--- src/rtl/core/nnc_pkg.sv ---
// Shared constants, types and state codes of the nearest-neighbour chain clustering block.
`timescale 1ns / 1ps
package nnc_pkg;
    localparam int MAX_POINTS = 1024;
    localparam int IDX_W      = $clog2(MAX_POINTS);
    localparam int CNT_W      = $clog2(MAX_POINTS + 1);
    localparam int COORD_BITS = 18;
    localparam int DIFF_W     = COORD_BITS + 1;
    localparam int SQ_W       = 2 * DIFF_W;
    localparam int DIST_W     = SQ_W + 1;
    localparam int THR_W      = 16;
    localparam int THR2_W     = 2 * THR_W;
    localparam logic [THR_W-1:0] THR_RESET = THR_W'(500);
    localparam int OUT_IDX_W  = 10;
    localparam int N_CELLS    = 4;

    // Action codes carried by an input transfer.
    localparam logic ACT_LOAD = 1'b0;
    localparam logic ACT_STEP = 1'b1;

    typedef struct packed {
        logic                         valid;
        logic                         last;
        logic [IDX_W-1:0]             idx;
        logic                         vis;
        logic signed [COORD_BITS-1:0] x;
        logic signed [COORD_BITS-1:0] y;
    } t_tag;

    typedef enum logic [4:0] {
        S_IDLE  = 5'b00001,
        S_CLEAR = 5'b00010,
        S_EVAL  = 5'b00100,
        S_SCAN  = 5'b01000,
        S_FIN   = 5'b10000
    } t_state;
endpackage

--- src/rtl/core/nnc_cell.sv ---
// One cell of the scan chain: registers a point tag and hands it to the next cell.
`timescale 1ns / 1ps
module nnc_cell (
    input  logic          i_clk,
    input  logic          i_rst_n,
    input  nnc_pkg::t_tag i_tag,
    output nnc_pkg::t_tag o_tag
);
    logic          r_valid;
    nnc_pkg::t_tag r_tag;

    always_ff @(posedge i_clk) begin
        if (!i_rst_n) begin
            r_valid <= 1'b0;
        end else begin
            r_valid <= i_tag.valid;
        end
        r_tag <= i_tag;
    end

    always_comb begin
        o_tag       = r_tag;
        o_tag.valid = r_valid;
    end
endmodule

--- config.mk ---
export PLATFORM = sky130hd
export DESIGN_NAME = nnc_cell
export DESIGN_NICKNAME = d
export VERILOG_FILES = /design/src/rtl/core/nnc_pkg.sv /design/src/rtl/core/nnc_cell.sv
export SDC_FILE = /design/constraint.sdc
export NUM_CORES = 1
export LEC_CHECK = 0
export BUFFER_PORTS_ARGS = -buffer_cell sky130_fd_sc_hd__buf_2
export CORE_MARGIN = 4
export CORE_UTILIZATION = 30
export CTS_CLUSTER_SIZE = 25
export DETAILED_ROUTE_END_ITERATION = 8
export PLACE_DENSITY_LB_ADDON = 0.12
export SYNTH_ARGS = -nofsm -noshare
export SYNTH_HDL_FRONTEND = slang
export SYNTH_SLANG_ARGS = --single-unit
--- constraint.sdc ---
create_clock -name i_clk -period 0.8 [get_ports i_clk]
set_input_delay 0 -clock i_clk [delete_from_list [all_inputs] [get_ports i_clk]]
set_output_delay 0 -clock i_clk [all_outputs]
set_load 0.02 [all_outputs]
==> Word level (Yosys, flattened, before mapping) <==
Cells that the tools add are included.
W data, S select, Z words.
{ "op_classes": {"add_sub_neg": 0, "mul": 0, "div": 0, "order_cmp": 0, "n_eq_ne": 0, "shift": 0, "n_mux": 0, "bitwise_logic": 0, "reduce_logical": 0} }
{ "word_totals": {"ff_bits": 49, "latchBits": 0, "ramBits": 0, "romBits": 0, "inputBits": 51, "out_inout_bits": 49, "wordCells": 6, "mem_count": 0} }

==> Logic depth before layout (Yosys ltp) <==
{ "logic_depth": {"word_depth": 0, "depth_mapped": 1} }

==> Worst setup path before layout <==
Ideal clock, no wire load.
{ "synth_timing": {"path_type": "flip-flop to output port", "start": "register r_valid", "end": "output o_tag[48] (netlist bit)", "arrival_ps": 416, "required_time_ps": 800, "setup_slack_ps": 384, "stages_incl_launch_ff": 2, "path_buffers": 1, "cell_sequence": "dfxtp_1 -> buf_4"} }
{ "synth_rtl": {"columns": ["item", "line", "text"], "rows": [
  ["from (decl)", "nnc_cell.sv:9", "logic r_valid;"],
  ["from (signal assigned)", "nnc_cell.sv:16", "r_valid <= i_tag.valid;"],
  ["to (decl)", "nnc_cell.sv:7", "output nnc_pkg::t_tag o_tag"]
]} }
No word-level cell between the ends.

==> Final worst setup path <==
{ "layout_timing": {"start": "register r_tag (netlist bit o_tag[15])", "end": "output o_tag[15] (netlist bit)"} }
{ "layout_rtl": {"columns": ["item", "line", "text"], "rows": [
  ["from (decl)", "nnc_cell.sv:10", "nnc_pkg::t_tag r_tag;"],
  ["from (signal assigned)", "nnc_cell.sv:18", "r_tag <= i_tag;"]
]} }
No word-level cell between the ends.

==> results.rst <==
.. list-table::
   :header-rows: 1

   * - Metric
     - Value
   * - Outcome
     - finished with violations
   * - Failing checks
     - negative setup slack
   * - Most instantiated flip-flop cell in the synthesis netlist
     - sky130_fd_sc_hd__dfxtp_1
   * - Average instance area after synthesis
     - 19.5 um2
   * - Max IR drop VDD
     - 1.44 mV
   * - First-pass detailed-route iteration total
     - 4
   * - Post-Place Worst Slack
     - 0.347 ns
   * - Largest driver fanout on the critical path
     - 1
   * - # DRC
     - 0
   * - Number of enable flip-flop cells after synthesis
     - 0
   * - Placeable core area
     - 3100 um2
   * - Count of non-filler cells in the finished layout
     - 251
   * - Fin worst setup slack
     - -0.0277 ns
   * - Overflow after GRT
     - 0
   * - Net count of the mapped netlist
     - 102
   * - List of most frequent post-synthesis cells
     - sky130_fd_sc_hd__dfxtp_1 (49), sky130_fd_sc_hd__and2_1 (1), sky130_fd_sc_hd__buf_4 (1)
   * - Kind of launch point of the worst setup path
     - register
   * - Initial Util
     - 0.321
   * - Area used by multi-input combinational logic
     - 6.26 um2
   * - Detailed-route vias per instance
     - 3.74
   * - CTS tree
     - yes
   * - Clock buffers created by TritonCTS
     - 5
   * - Clock slew at the register clock pins of the worst setup and hold paths
     - 0.13 ns
   * - YS warnings
     - 0
   * - Number of flip-flops and latches in the synthesized netlist
     - between 40 and 50
   * - Critical Path RT
     - 0.80 ns
   * - Clock period minus final worst setup slack
     - 0.828 ns
   * - Fin. max-slew vios
     - 0
   * - Pin count of the biggest net entering global routing
     - 14
   * - Drt total wl
     - 3600 um
   * - Deepest clock path buffer count
     - 2
   * - Dominant cell by count in the synthesized netlist
     - sky130_fd_sc_hd__dfxtp_1
   * - Total power per unit cell area
     - 1820 nW/um2
   * - Normalized max-slew margin
     - 0.916
   * - Total number of clock tree sinks
     - 49
   * - Fraction of layout instances using a drive strength above 1
     - 0.739
   * - Via count of the first global-routing pass
     - between 1,000 and 1,500
   * - Portion of the post-synthesis area used by sequential elements
     - 0.986
   * - RSZ-0062 raised after global routing
     - yes
   * - # fillers
     - 207
   * - Max-cap check violation count
     - 0
   * - Met3 track demand over resource
     - 0.0564
   * - Busiest layer in global routing
     - met2
   * - Full die area
     - 4300 um2
   * - Initial antenna violation count
     - 0
   * - Crit share post-route
     - 1.03
   * - Total of buffers placed on input and output ports
     - 99
   * - Die span in y
     - between 60 and 70 um
   * - Number of cells produced by synthesis
     - 51
   * - Width of the chip
     - ~66 um
   * - Met1 Resource Use GR
     - 0.151
   * - Routability-driven placement congestion ratio
     - 0.599
   * - Global-route wire length before repair
     - between 5000 and 6000 um
   * - Lkg Pwr
     - roughly 1.1 nW
   * - Count of antenna-violating nets left after detailed routing
     - 0
   * - Slew at the pin closest to its max-slew limit
     - around 0.13 ns
   * - Share of flip-flops with an asynchronous set or reset after synthesis
     - 0
   * - Sequential Area
     - about 1000 um2
   * - Number of placed cells counting well taps
     - 193
   * - Antenna cells
     - 0
   * - Clock root buffer
     - sky130_fd_sc_hd__clkbuf_4
   * - Buf/Inv on CP
     - 1
   * - Type of the setup path with the least slack
     - reg -> out
   * - Arrival time at the worst endpoint
     - 0.83 ns
   * - GR met2 Demand/Resource
     - 0.360
   * - Cell area after synthesis
     - 995 um2
   * - Overall routing resource usage
     - 0.180
   * - CP Cell Sequence
     - buf_6
   * - Crit path capture type
     - output port
   * - Placement row count
     - 20
   * - First DRT Iteration DRCs
     - 8
   * - H-Tree Level Count
     - 2
   * - Post-DR wirelength/cell
     - 14.3 um
   * - Synth-to-Final Area Change
     - 147%
   * - Main area contributors after synthesis
     - sky130_fd_sc_hd__dfxtp_1 (99%), sky130_fd_sc_hd__buf_4 (0.75%), sky130_fd_sc_hd__and2_1 (0.63%)
   * - Setup-violating endpoint count in the final report
     - 49
   * - Achievable clock frequency
     - 1210 MHz
   * - Min-Delay Path Class
     - in -> reg
   * - Num ports
     - 100
   * - Synth cell types
     - 3
   * - Standard cell with the maximum stage delay on the critical path
     - sky130_fd_sc_hd__dfxtp_2
   * - Final net count
     - 257
   * - Cell taking the most area after synthesis
     - sky130_fd_sc_hd__dfxtp_1
   * - Detailed Place HPWL
     - 1870 um
   * - Synth top area share
     - 0.986
   * - Final hold violation count
     - 0
   * - CP top delay family
     - flip-flops
   * - DR vias
     - 938
   * - Final sum of negative setup slack
     - -0.558 ns
   * - Longest individual stage delay on the worst path
     - 0.35 ns
## path summary, 6_finish.rpt
| check | from | endpoint | slack (ns) | depth (start not counted) |
|---|---|---|---|---|
| max | o_tag[15]$_DFF_P_ | o_tag[15] | -0.03 | 1 |
| min | i_tag[15] | o_tag[15]$_DFF_P_ | 0.27 | 2 |
## metal layers
layer | up-vias | routed length (um)
met4 | 0 | 75
li1 | 465 | -
met5 | - | 0
met1 | 416 | 1070
met2 | 50 | 2160
met3 | 7 | 286
## repair_timing
action | CTS | global route
hold buffers | 50 | 0
resized for setup | 147 | 0
endpoints found under the setup margin | 49 | 49
cloned | 0 | 0
buffers inserted | 0 | 0
endpoints found under the hold margin | 49 | 0
## metrics by stage
stage	total power, W	utilization	cell area, um2	hold slack [ns]
2_1_floorplan	0.00284	-	995	0.0277
3_3_place_gp	0.00306	0.496	1540	0.102
3_5_place_dp	0.00307	0.496	1540	0.104
6_report	0.00447	0.791	2450	0.266
5_1_grt	0.00467	0.791	2450	0.254
4_1_cts	0.00447	0.791	2450	0.260
## where the power goes
group          internal, W  switching, W  leakage [nW]  total [W]
registers          0.00260     0.0000624         0.414    0.00266
clock network     0.000351      0.000689        0.0265    0.00104
logic             0.000481      0.000291         0.705   0.000772
## layout make-up
class	instances	area share
Sequential cell	49	0.425
Timing Repair Buffer	149	0.531
Multi-Input combinational cell	1	0.00255
Clock buffer	8	0.0199
Tap cell	44	0.0224
## layout by cell type (no fill, tap or decap)
master                          synthesis  final
sky130_fd_sc_hd__dlygate4sd3_1          0     50
sky130_fd_sc_hd__buf_2                  0     50
sky130_fd_sc_hd__dfxtp_2                0     49
sky130_fd_sc_hd__buf_6                  0     49
sky130_fd_sc_hd__clkbuf_4               0      5
sky130_fd_sc_hd__clkbuf_1               0      3
sky130_fd_sc_hd__and2_1                 1      1
## flip-flops by register name (all words and copies together), names as in the netlist
signal,count
o_tag,48
r_valid,1
## logic make-up after synthesis
group                  Yosys count  synth area share
flip-flops                      49             0.986
buffers and inverters            1           0.00755
AND/OR/NAND/NOR                  1           0.00629
(Power assumes the default switching activity.)
