===== src/rtl/core/nnc_pkg.sv =====
// Shared constants, types and state codes of the nearest-neighbour chain clustering block.
`timescale 1ns / 1ps
package nnc_pkg;
    localparam int MAX_POINTS = 1024;
    localparam int IDX_W      = $clog2(MAX_POINTS);
    localparam int CNT_W      = $clog2(MAX_POINTS + 1);
    localparam int COORD_BITS = 18;
    localparam int DIFF_W     = COORD_BITS + 1;
    localparam int SQ_W       = 2 * DIFF_W;
    localparam int DIST_W     = SQ_W + 1;
    localparam int THR_W      = 16;
    localparam int THR2_W     = 2 * THR_W;
    localparam logic [THR_W-1:0] THR_RESET = THR_W'(500);
    localparam int OUT_IDX_W  = 10;
    localparam int N_CELLS    = 4;

    // Action codes carried by an input transfer.
    localparam logic ACT_LOAD = 1'b0;
    localparam logic ACT_STEP = 1'b1;

    typedef struct packed {
        logic                         valid;
        logic                         last;
        logic [IDX_W-1:0]             idx;
        logic                         vis;
        logic signed [COORD_BITS-1:0] x;
        logic signed [COORD_BITS-1:0] y;
    } t_tag;

    typedef enum logic [4:0] {
        S_IDLE  = 5'b00001,
        S_CLEAR = 5'b00010,
        S_EVAL  = 5'b00100,
        S_SCAN  = 5'b01000,
        S_FIN   = 5'b10000
    } t_state;
endpackage


===== src/rtl/core/nnc_dist.sv =====
// Three-stage squared-distance unit: absolute differences, squares, sum.
`timescale 1ns / 1ps
module nnc_dist (
    input  logic                                  i_clk,
    input  logic signed [nnc_pkg::COORD_BITS-1:0] i_ax,
    input  logic signed [nnc_pkg::COORD_BITS-1:0] i_ay,
    input  logic signed [nnc_pkg::COORD_BITS-1:0] i_bx,
    input  logic signed [nnc_pkg::COORD_BITS-1:0] i_by,
    output logic [nnc_pkg::DIST_W-1:0]            o_dist
);
    logic signed [nnc_pkg::DIFF_W-1:0] ax, ay, bx, by;
    logic [nnc_pkg::DIFF_W-1:0] n_dx, n_dy, r_dx, r_dy;
    logic [nnc_pkg::SQ_W-1:0]   r_sx, r_sy;
    logic [nnc_pkg::DIST_W-1:0] r_sum;

    always_comb begin
        ax   = nnc_pkg::DIFF_W'(i_ax);
        ay   = nnc_pkg::DIFF_W'(i_ay);
        bx   = nnc_pkg::DIFF_W'(i_bx);
        by   = nnc_pkg::DIFF_W'(i_by);
        n_dx = (ax >= bx) ? nnc_pkg::DIFF_W'(ax - bx) : nnc_pkg::DIFF_W'(bx - ax);
        n_dy = (ay >= by) ? nnc_pkg::DIFF_W'(ay - by) : nnc_pkg::DIFF_W'(by - ay);
    end

    always_ff @(posedge i_clk) begin
        r_dx  <= n_dx;
        r_dy  <= n_dy;
        r_sx  <= nnc_pkg::SQ_W'(r_dx) * nnc_pkg::SQ_W'(r_dx);
        r_sy  <= nnc_pkg::SQ_W'(r_dy) * nnc_pkg::SQ_W'(r_dy);
        r_sum <= nnc_pkg::DIST_W'(r_sx) + nnc_pkg::DIST_W'(r_sy);
    end

    assign o_dist = r_sum;
endmodule


===== config.mk =====
export PLATFORM = sky130hd
export DESIGN_NAME = nnc_dist
export DESIGN_NICKNAME = d
export VERILOG_FILES = /design/src/rtl/core/nnc_pkg.sv /design/src/rtl/core/nnc_dist.sv
export SDC_FILE = /design/constraint.sdc
export NUM_CORES = 2
export LEC_CHECK = 0
export ABC_AREA = 1
export BUFFER_PORTS_ARGS = -buffer_cell sky130_fd_sc_hd__clkbuf_2
export CAP_MARGIN = 30
export CORE_MARGIN = 2
export CORE_UTILIZATION = 60
export CTS_CLUSTER_DIAMETER = 200
export DETAILED_ROUTE_END_ITERATION = 10
export PLACE_DENSITY = 0.78
export SLEW_MARGIN = 0
export SYNTH_ARGS = -nofsm -noshare
export SYNTH_HDL_FRONTEND = slang
export SYNTH_SLANG_ARGS = --single-unit

===== constraint.sdc =====
create_clock -name i_clk -period 6.44 [get_ports i_clk]
set_clock_uncertainty 0.2 [all_clocks]
set_input_delay 0.966 -clock i_clk [delete_from_list [all_inputs] [get_ports i_clk]]
set_output_delay 0.966 -clock i_clk [all_outputs]
set_load 0.01 [all_outputs]

======== After elaboration in Yosys (flattened, before gate mapping) ========
Cells that the tools add are included.
storage, ports and cells
  bits in registers ....................... 153
  output and inout bits ................... 39
  logic and storage cells ................. 16
operators by class
  add/subtract/negate cells ............... 5
  multiplexer cells ....................... 2
  order comparisons ....................... 2
  $mul .................................... 2
operators with widths
  kind                                            number
  19-bit by 19-bit multiplier with 38-bit output  2
  18-bit by 18-bit subtractor with 19-bit output  4
  38-bit by 38-bit adder with 39-bit output       1
  19-bit two-way mux                              2
  18-bit greater-or-equal comparator              2

======== Longest topological paths before layout ========
  depth after elaboration ................. 2
  gate-level depth with buffers ........... 27

======== Least setup slack after synthesis ========
No wires, ideal clock.
  path type ............................... register to register
  from .................................... register r_dx[7] (netlist bit)
  to ...................................... register r_sx[35] (netlist bit)
  data required time ...................... 6.128 ns
  buffers on the path ..................... 2
  period minus slack after synthesis ...... 5.615 ns
  slack ................................... 0.825 ns
  arrival time ............................ 5.302 ns
  cell stages (with the launch flop) ...... 25
  cells stage by stage .................... dfxtp_1 -> clkbuf_1 -> buf_1 -> nand2_1 -> fa_1 -> inv_1 -> fa_1 -> inv_1 -> fa_1 -> inv_1 -> fa_1 -> fa_1 -> inv_1 -> fa_1 -> inv_1 -> ha_1 -> nand2_1 -> nor2_1 -> inv_1 -> nor3_1 -> nand2_1 -> nand2_1 -> nand3b_1 -> nand3_1 -> nand2_1
between the ends
  cells in the longest elaborated chain, start to end .. 1
RTL lines
  element                                         line            RTL
  from (decl)                                     nnc_dist.sv:12  logic [nnc_pkg::DIFF_W-1:0] n_dx, n_dy, r_dx, r_dy;
  from (signal assigned)                          nnc_dist.sv:26  r_dx <= n_dx;
  19-bit by 19-bit multiplier with 38-bit output  nnc_dist.sv:28  r_sx <= nnc_pkg::SQ_W'(r_dx) * nnc_pkg::SQ_W'(r_dx);
  to (signal assigned)                            nnc_dist.sv:28
  to (decl)                                       nnc_dist.sv:13  logic [nnc_pkg::SQ_W-1:0] r_sx, r_sy;
Every way passes these cells.

======== Final worst setup path ========
  from .................................... register r_dx[7] (netlist bit)
  to ...................................... register r_sx[20] (netlist bit)
The elaborated chain is that of the path after synthesis.

==> flow_summary.json <==
{
  "wirelength_um": 72300,
  "crit_type": "reg2reg",
  "firstDrtPassIters": 5,
  "synth_nets": 5204,
  "syn_inst": 4274,
  "critPathTopFamily": "adder cells",
  "clock-sinks": 151,
  "clkSlewWorstSetupHoldPaths_ns": 0.06,
  "fillers": 4699,
  "final_util_pct": 63.9,
  "globalRouteMet1Util_pct": 36.9,
  "final_cell_mix": "inv_1 (1131), nand2_1 (1080), fa_1 (500)",
  "via_per_inst": 5.14,
  "cts_hold_buf": 0,
  "dp_hpwl_um": 62900,
  "met2_usage_pct": 48.2,
  "relSlewSlack_pct": 42.0,
  "core-area_um2": 52300,
  "clk_latency_ns": 0.46,
  "whs_ns": 0.254,
  "die_w_um": 234,
  "fmax_mhz": 162,
  "critPathArrivalTime_ns": 6.29,
  "cts_tree": "yes",
  "cp-start-kind": "register",
  "top_usage_layer": "met2",
  "area_growth_pct": 5.73,
  "max-cap-violations": 0,
  "status": "completed",
  "min_path_type": "reg2reg",
  "grt_overflow": 0,
  "port_buffers": 111,
  "clk_path_buf_depth": 2,
  "yosys_warnings": 0,
  "min-delay-start": "r_sy[0]$_DFF_P_",
  "cp_cell_sequence": "nand2_1 -> fa_1 -> inv_1 -> fa_1 -> inv_1 -> fa_1 -> inv_1 -> fa_1 -> fa_1 -> inv_1 -> fa_1 -> inv_1 -> ha_1 -> nand2_1 -> nor2_1 -> inv_1 -> nor3_1 -> nand2_1 -> nand2_1 -> xor2_1",
  "post_synth.cell_area_avg_um2": 7.41,
  "critPathBufInv": 6,
  "gr-usage-met3_pct": 3.91,
  "required_ns": 6.58,
  "antenna_found_initial": 1,
  "r2r_start": "r_dx[7]$_DFF_P_",
  "path_max_fanout": 16,
  "fp-row-count": 84,
  "setup_viol": 0,
  "ys_seq_area_share_pct": 9.55,
  "drt-wirelength-per-cell_um": 14.3,
  "ant_nets": 0,
  "syn-cell-area_um2": 31700,
  "fp.dieH_um": 234,
  "vias": 25900,
  "hold_viol": 0,
  "postCtsSetupBuffers": 0,
  "place_congestion": 0.941,
  "ys_seq_elements": 151,
  "drc": 0,
  "fin_nets": 5270,
  "yosysUniqueCellTypes": 43,
  "finalSetupTns_ns": 0,
  "grt_pass1_vias": 26500,
  "layout_commonest_cell": "inv_1",
  "grt_pass1_wl_um": 123000,
  "max_stage_delay_ns": 0.83,
  "post_cts_resize_count": 0,
  "h-tree-depth": 4,
  "report.final.slew_viol_count": 0,
  "rsz0062_at_grt": "no",
  "root_buffer": "clkbuf_16",
  "grt_usage_pct": 27.9,
  "cts_buffers": 17,
  "grt_max_degree": 29,
  "min_period_ns": 6.16,
  "crit_start": "r_dx[7]$_DFF_P_",
  "tightestPinTransition_ns": 0.869,
  "crit_path_end_kind": "register",
  "io_pins": 112,
  "post-route-period-util_pct": 95.6,
  "drive_gt1_share_pct": 5.86,
  "die_area_um2": 54600,
  "cpMaxStageDelayCell": "dfxtp_1",
  "initial_core_util_pct": 60.5,
  "drtIter0Drc": 1596
}
layer usage:
| layer | routed length (µm) | vias up |
|---|---|---|
| met5 | 0 | - |
| met4 | 1420 | 0 |
| met3 | 4880 | 113 |
| met2 | 35100 | 813 |
| met1 | 30900 | 12200 |
| li1 | - | 12700 |
registers in the layout, indices dropped and copies added (netlist names):
| register | cells |
|---|---|
| r_dx | 19 |
| o_dist | 39 |
| r_sx | 37 |
| r_sy | 37 |
| r_dy | 19 |
final timing paths:
| kind | slack [ns] | endpoint | depth (start not counted) |
|---|---|---|---|
| worst max-delay path | 0.28 | r_sx[20]$_DFF_P_ | 20 |
| worst min register to register | 0.25 | o_dist[1]$_DFF_P_ | 1 |
| worst max register to register | 0.28 | r_sx[20]$_DFF_P_ | 20 |
| worst min-delay path | 0.25 | o_dist[1]$_DFF_P_ | 1 |
metrics by stage:
step / setup slack, ns / cells / instance area, µm²
6_report: 0.282 / 5041 / 33500
5_1_grt: 0.00270 / 5040 / 33500
4_1_cts: 0.253 / 5040 / 33500
3_3_place_gp: 0.290 / 5009 / 32900
2_1_floorplan: 0.825 / 4274 / 31700
3_5_place_dp: 0.273 / 5009 / 32900
final cells by class:
cell class	instances	area (µm²)	share of cell area, %
Clock inverter	13	136	0.408
Clock buffer	18	439	1.31
Antenna cell	1	2.50	0.00748
Multi-Input combinational cell	2879	23800	71.3
Timing Repair Buffer	154	878	2.62
Inverter	1137	4270	12.8
Sequential cell	151	3030	9.06
Tap cell	688	861	2.57
cells by family (layout without fill, tap and decap cells):
logic type      count (synthesis)  after routing  share of synthesized area [%]
xor+xnor                      126            126                           3.49
fa+ha+maj                     857            857                           45.7
buf+inv                      1244           1322                           15.1
other cells                     0              1                              0
simple gates                 1531           1531                           19.7
flops                         151            151                           9.55
compound gates                365            365                           6.39
synthesized netlist by cell type (all sizes together):
library cell     n  area [µm²]
nor3            26         135
fa             500       10000
buf             52         305
o21bai          21         158
or2              8        50.1
ha             357        4470
nor4             5        31.3
a31oi            7        43.8
dfxtp          151        3020
inv           1137        4270
nand3          144         758
o21a            13        97.6
xnor2           23         201
nand2         1098        4180
a21boi           2        15.0
o21ai           98         521
and2             4        25.0
o311ai           1        8.76
nand3b           7        52.6
a21o            22         165
nor2           209         827
a21oi          201        1010
clkbuf          55         209
nand2b           1        6.26
xor2           103         902
nand4           29         181
Power is not shown: default switching activity piles up to over one toggle a cycle in this logic, so the estimate is an artifact.
