**src/rtl/core/nnc_ram.sv**
```systemverilog
// Generic single-write, single-read RAM with registered read data.
`timescale 1ns / 1ps
module nnc_ram #(
    parameter int WIDTH = 8,
    parameter int DEPTH = 16
) (
    input  logic                     i_clk,
    input  logic                     i_we,
    input  logic [$clog2(DEPTH)-1:0] i_waddr,
    input  logic [WIDTH-1:0]         i_wdata,
    input  logic [$clog2(DEPTH)-1:0] i_raddr,
    output logic [WIDTH-1:0]         o_rdata
);
    logic [WIDTH-1:0] r_mem [DEPTH];
    logic [WIDTH-1:0] r_rdata;

    always_ff @(posedge i_clk) begin
        if (i_we) begin
            r_mem[i_waddr] <= i_wdata;
        end
        r_rdata <= r_mem[i_raddr];
    end

    assign o_rdata = r_rdata;
endmodule

```
**config.mk**
```make
export PLATFORM = sky130hd
export DESIGN_NAME = nnc_ram
export DESIGN_NICKNAME = d
export VERILOG_FILES = /design/src/rtl/core/nnc_ram.sv
export SDC_FILE = /design/constraint.sdc
export NUM_CORES = 1
export LEC_CHECK = 0
export BUFFER_PORTS_ARGS = -buffer_cell sky130_fd_sc_hd__clkbuf_2
export CAP_MARGIN = 20
export CORE_MARGIN = 2
export CORE_UTILIZATION = 55
export DETAILED_ROUTE_END_ITERATION = 7
export PLACE_DENSITY = 0.78
export SETUP_SLACK_MARGIN = 0.2
export SYNTH_ARGS = -nofsm -noshare
export SYNTH_HDL_FRONTEND = slang
export SYNTH_SLANG_ARGS = --single-unit
```
**constraint.sdc**
```tcl
create_clock -name i_clk -period 2.4 [get_ports i_clk]
set_input_delay 0.24 -clock i_clk [delete_from_list [all_inputs] [get_ports i_clk]]
set_output_delay 0.24 -clock i_clk [all_outputs]
set_load 0.02 [all_outputs]
```
After elaboration in Yosys (flattened, before gate mapping) --
Memories as Yosys holds them, arrays and structs flattened. A register that Yosys moved wholly into a read port is not among the register bits. Cells that the tools add are included.
Cells by class: mux-type cells 2
Operators by type and width (count):
- 1-bit 2-to-1 mux | 2
Storage, ports and cells: word-level logic and storage cells 3, register bits 0, output and inout port bits 8, RAM bits 128, memories 1, input port bits 18
Memory list:
- r_mem | words 16, bits a word 8, read ports 1, clocked after Yosys merged registers in 1, wr ports 1, RTL line 14 | logic [WIDTH-1:0] r_mem [DEPTH];

Logic depth before layout (Yosys ltp) --
Gate-level depths: netlist of the first run.
depth in word-level cells 2, mapped depth 5

Least setup slack after synthesis of the first run --
No wires, ideal clock.
path kind in2reg, start point input i_waddr[2], end point memory r_mem[0][0], enable pin, stages 2, required time 2.017 ns, library setup time 0.383 ns, buffers on the path 0, data arrival time 1.350 ns, setup slack 0.667 ns, path through or3b_2 -> nor3_1
RTL lines:
- start: declaration | RTL line 9 | input logic [$clog2(DEPTH)-1:0] i_waddr,
- end: declaration | RTL line 14
Straight into the memory's write port.

==> results of run 1 <==
-- path summary, 6_finish.rpt --
kind,slack [ns],to,cells after the start
setup reg to reg,0.97,o_rdata[4]$_DFF_P_,3
hold / removal,0.17,r_mem[4][7]$_DFFE_PP_,1
hold reg to reg,0.66,o_rdata[4]$_DFF_P_,3
setup / recovery,0.97,o_rdata[4]$_DFF_P_,3
-- flip-flops by register name, indices dropped and copies added (netlist names) --
| signal | count |
|---|---|
| o_rdata | 8 |
| r_mem | 128 |
-- power groups by stage --
stage | sequential (mW) | combinational, mW | clock (mW)
3_5_place_dp | 2.72 | 0.260 | 0
3_3_place_gp | 2.72 | 0.252 | 0
6_report | 2.67 | 0.261 | 2.74
4_1_cts | 2.67 | 0.264 | 2.77
5_1_grt | 2.68 | 0.282 | 2.87
2_1_floorplan | 2.74 | 0.135 | 0
-- cell usage in the layout, fill, tap and decap left out --
cell,n
nor2_1,13
buf_4,19
dfxtp_1,8
nand2b_1,2
mux4_2,18
clkbuf_8,2
clkbuf_2,25
edfxtp_1,128
nand3b_1,2
clkinv_2,3
mux4_1,14
a22oi_1,16
nand2_1,9
nand3_1,1
bufinv_16,5
nor2b_1,1
and2b_1,1
clkbuf_1,2
buf_12,2
nor3_1,4
clkinv_4,3
and2_1,1
or3b_2,1
clkinvlp_4,1
clkbuf_16,16
-- area by class of cell --
| type | count | area (um^2) | share of cell area [%] |
|---|---|---|---|
| flip-flops and latches | 136 | 4000 | 65.2 |
| multi-input cells | 83 | 1060 | 17.2 |
| clock buffers | 20 | 435 | 7.09 |
| repair buffers | 46 | 308 | 5.01 |
| clock inverters | 12 | 199 | 3.24 |
| well taps | 111 | 139 | 2.26 |
-- cell families after synthesis --
kind of cell / count (synthesis) / synth area share [%]
AOI/OAI and AO/OA: 16 / 2.33
buffers and inverters: 10 / 1.68
DFF: 136 / 77.8
muxes: 32 / 15.0
and+or+nand+nor: 35 / 3.18
-- critical path, stage by stage, from the launching register on --
cell      delay, ns
edfxtp_1       0.39
mux4_2         0.48
a22oi_1        0.36
nand2_1        0.09
-- metal layers --
layer / part of all wire (%) / track usage [%]
met1: 41 / 30.4
met2: 50 / 35.1
met3: 7.5 / 5.69
met4: 1.3 / 8.22
met5: 0 / 0
==> qor.yml, run 1 <==
clocking:
  cts.clk_slew.worst_paths_ns: 0.06
  worstSkewPairLatency_ns: 0.51
  cts_tree: "yes"
  numCtsBuffers: 17
  cts.sinks: 136
  postCtsSetupBuffers: 0
  cts_root_buffer: "clkbuf_8"
  cts_hold_buffers: 0
  h-tree-depth: 4
  cts_buffer_depth: 2
  post_cts_resized: 0
place:
  dpl.hpwl_um: 5890
  port-buffer-count: 25
  dp_slack_ns: 0.601
  routabilityCongestion: 0.749
  place_area_um2: 5510
  dp.cells: 376
final_layout:
  layout.cells.non_filler: 408
  syn_to_final_growth_pct: 19.3
  n_fill_cell: 551
  fin_util_pct: 67.1
  drive_gt1_share_pct: 32.0
  diodes: 0
  finalNetCount: 302
  post-route-cell-area_um2: 6140
global_routing:
  globalRouteTotalUtil_pct: 22.2
  overflow: 0
  antenna_found_initial: 0
  grt_max_degree: 33
  grt_pass1_wl_um: 15300
  grt_pass1_vias: 2544
setup_path:
  start_kind: "flop"
  worstPathMaxFanout: 1
  crit_start: "r_mem[3][4]$_DFFE_PP_"
  critPathKind: "flop to flop"
  rr_startpoint: "r_mem[3][4]$_DFFE_PP_"
  required_ns: 2.79
  worstSetupEndpointType: "flop"
  cp_data_arrival_time_ns: 1.82
synth:
  async_flop_share_pct: 0
  synth.most_common_cell: "edfxtp_1"
  synthCells: 229
  ys_seq_elements: 136
  synth_edf_count: 128
  synth_top_area_share_pct: 74.7
  yosysUniqueCellTypes: 19
  yosysTopAreaCell: "edfxtp_1"
  ys_dominant_reg_cell: "edfxtp_1"
  syn_area_um2: 5150
  avgSynthCellArea_um2: 22.5
  yosys_warnings: 0
  syn_nets: 247
  yosysSeqAreaShare_pct: 77.8
  synthTopCellsByCount: "128 x edfxtp_1, 18 x mux4_2, 16 x a22oi_1"
  synthTopCellsByArea: "edfxtp_1 75%, mux4_2 7.9%, mux4_1 7.1%, dfxtp_1 3.1%, a22oi_1 2.3%"
power_and_ir_drop:
  intPower_mw: 4.58
  p_sw_share_pct: 19.3
  ir_drop_v: 0.000550
  p_per_area_nw_per_um2: 924
  clock_power_share_pct: 48.2
  leakage_nw: 2.13
  finalPower_mw: 5.67
  p_comb_share_pct: 4.6
  switching_power_mw: 1.09
  p_seq_share_pct: 47.1
min_path:
  min_from: "i_wdata[7]"
  hold_path.class: "input port to flop"
detailed_routing:
  drt_pass1_iterations: 5
  via_count: 2528
  drt_wl_total_um: 10000
  wire_per_inst_um: 24.6
  antenna_left: 0
  drc: 0
  drt_iter0_drc: 337
  drt-vias-per-instance: 6.20
sta:
  setup_tns_ns: 0
  fin_skew_ns: 0.0106
  worst_pin_slew_ns: 0.808
  rsz0062_at_grt: "no"
  timing.final.hold_violations: 0
  finalCriticalPeriod_ns: 1.43
  slew_headroom_pct: 45.9
  post-route-period-util_pct: 59.5
  whs_ns: 0.168
  worst_slack_ns: 0.971
  setup_violations: 0
  maxSlewViolCount: 0
  clock.fmax_ghz: 0.700
die:
  die_h_um: 101
  die-area_um2: 10100
  initial_core_util_pct: 56.2
  die_x_um: 101
  core-area_um2: 9150
  num_rows: 35
  ios: 26
job:
  cap_violations: 0
outcome:
  status: "completed"
Note: power is estimated with default switching activity, not from simulation.
==> inputs of run 2 (changes only) <==
==> constraint.sdc (replaced) <==
create_clock -name i_clk -period 1.5 [get_ports i_clk]
set_input_delay 0.15 -clock i_clk [delete_from_list [all_inputs] [get_ports i_clk]]
set_output_delay 0.15 -clock i_clk [all_outputs]
set_load 0.02 [all_outputs]
==> qor.yml, run 2 (synthesis results as in run 1) <==
global_routing:
  globalRouteTotalUtil_pct: 22.2
  grt_max_degree: 33
  antenna_found_initial: 0
  overflow: 0
  grt_pass1_vias: 2597
  grt_pass1_wl_um: 15400
detailed_routing:
  drt-vias-per-instance: 6.21
  wire_per_inst_um: 24.3
  via_count: 2527
  drc: 0
  drt_wl_total_um: 9910
  drt_iter0_drc: 252
  antenna_left: 0
  drt_pass1_iterations: 5
sta:
  whs_ns: 0.0633
  setup_tns_ns: 0
  slew_headroom_pct: 36.1
  post-route-period-util_pct: 89.7
  worst_pin_slew_ns: 0.957
  fin_skew_ns: 0.00607
  rsz0062_at_grt: "yes"
  setup_violations: 0
  maxSlewViolCount: 0
  clock.fmax_ghz: 0.743
  finalCriticalPeriod_ns: 1.35
  timing.final.hold_violations: 0
power_and_ir_drop:
  finalPower_mw: 8.26
  ir_drop_v: 0.000688
  p_per_area_nw_per_um2: 1360
  leakage_nw: 2.03
setup_path:
  critPathKind: "flop to flop"
  cp_data_arrival_time_ns: 1.74
  crit_start: "r_mem[3][6]$_DFFE_PP_"
  r2r.worst_path.cells: 3
  worstPathMaxFanout: 1
  required_ns: 1.90
  start_kind: "flop"
  rr_startpoint: "r_mem[3][6]$_DFFE_PP_"
  worstSetupEndpointType: "flop"
final_layout:
  regMostFlops: "r_mem"
  register_area_um2: 4000
  finalNetCount: 302
  diodes: 0
  final_common_cell: "edfxtp_1"
  multiInputGateArea_um2: 1090
  largest_reg_flops: 128
  syn_to_final_growth_pct: 17.9
  final_cell_mix: "128 x edfxtp_1, 25 x mux4_2, 25 x clkbuf_2"
  n_fill_cell: 564
  drive_gt1_share_pct: 38.2
clocking:
  cts_hold_buffers: 0
  cts.clk_slew.worst_paths_ns: 0.06
  postCtsSetupBuffers: 0
  worstSkewPairLatency_ns: 0.52
  cts_tree: "yes"
  cts.sinks: 136
  h-tree-depth: 4
  numCtsBuffers: 17
  cts_root_buffer: "clkbuf_8"
  cts_buffer_depth: 2
outcome:
  status: "completed"
die:
  die_x_um: 101
  initial_core_util_pct: 56.2
  die-area_um2: 10100
  ios: 26
  core-area_um2: 9150
  num_rows: 35
  die_h_um: 101
min_path:
  hold_path.class: "input port to flop"
  worst_hold_path.num_cells: 1
  min_from: "i_wdata[2]"
job:
  cap_violations: 0
place:
  port-buffer-count: 25
  dpl.hpwl_um: 6210
  routabilityCongestion: 0.762
-- run 2: through the flow --
stage / area [um^2] / setup slack [ns] / std cells / utilization (%)
global placement: 5540 / -0.0876 / 376 / 60.5
detailed placement: 5540 / -0.0969 / 376 / 60.5
floorplan: 5160 / 0.0839 / 229 / -
global route: 6070 / 0.134 / 407 / 66.3
finish: 6070 / 0.154 / 407 / 66.3
CTS: 6070 / 0.153 / 407 / 66.3
-- run 2: final timing paths --
| kind | end | slack (ns) |
|---|---|---|
| worst max-delay path | o_rdata[6]$_DFF_P_ | 0.15 |
| worst max register to register | o_rdata[6]$_DFF_P_ | 0.15 |
| worst min-delay path | r_mem[14][2]$_DFFE_PP_ | 0.06 |
| worst min register to register | o_rdata[1]$_DFF_P_ | 0.67 |
-- run 2: worst max-delay path, cell delays in order, from the launching register on --
cell,delay (ns)
edfxtp_1,0.42
mux4_2,0.54
a22oi_2,0.18
nand2_1,0.08
-- run 2: layout make-up --
class,count,area share (%)
Timing Repair Buffer,46,5.28
Tap cell,111,2.29
Sequential cell,136,66.0
Clock buffer,17,6.83
Clock inverter,14,1.71
Multi-Input combinational cell,83,17.9
-- run 2: per-layer routing --
metal,up-vias,track usage (%),wire [um]
met5,-,0,0
met2,113,34.8,5110
met3,20,7.21,590
met4,0,8.64,238
met1,1317,29.1,3970
li1,1077,-,-
-- run 2: timing repair --
item / 4_1_cts / 5_1_grt
resized for setup: 12 / 3
endpoints found under the setup margin: 6 / 6
hold endpoints to repair: 0 / 0
pin swaps: 5 / 8
-- run 2: power breakdown --
part           internal, mW  switching, mW  total [mW]
sequential             4.25         0.0295        4.28
clock                  2.02           1.51        3.53
combinational         0.187          0.259       0.446
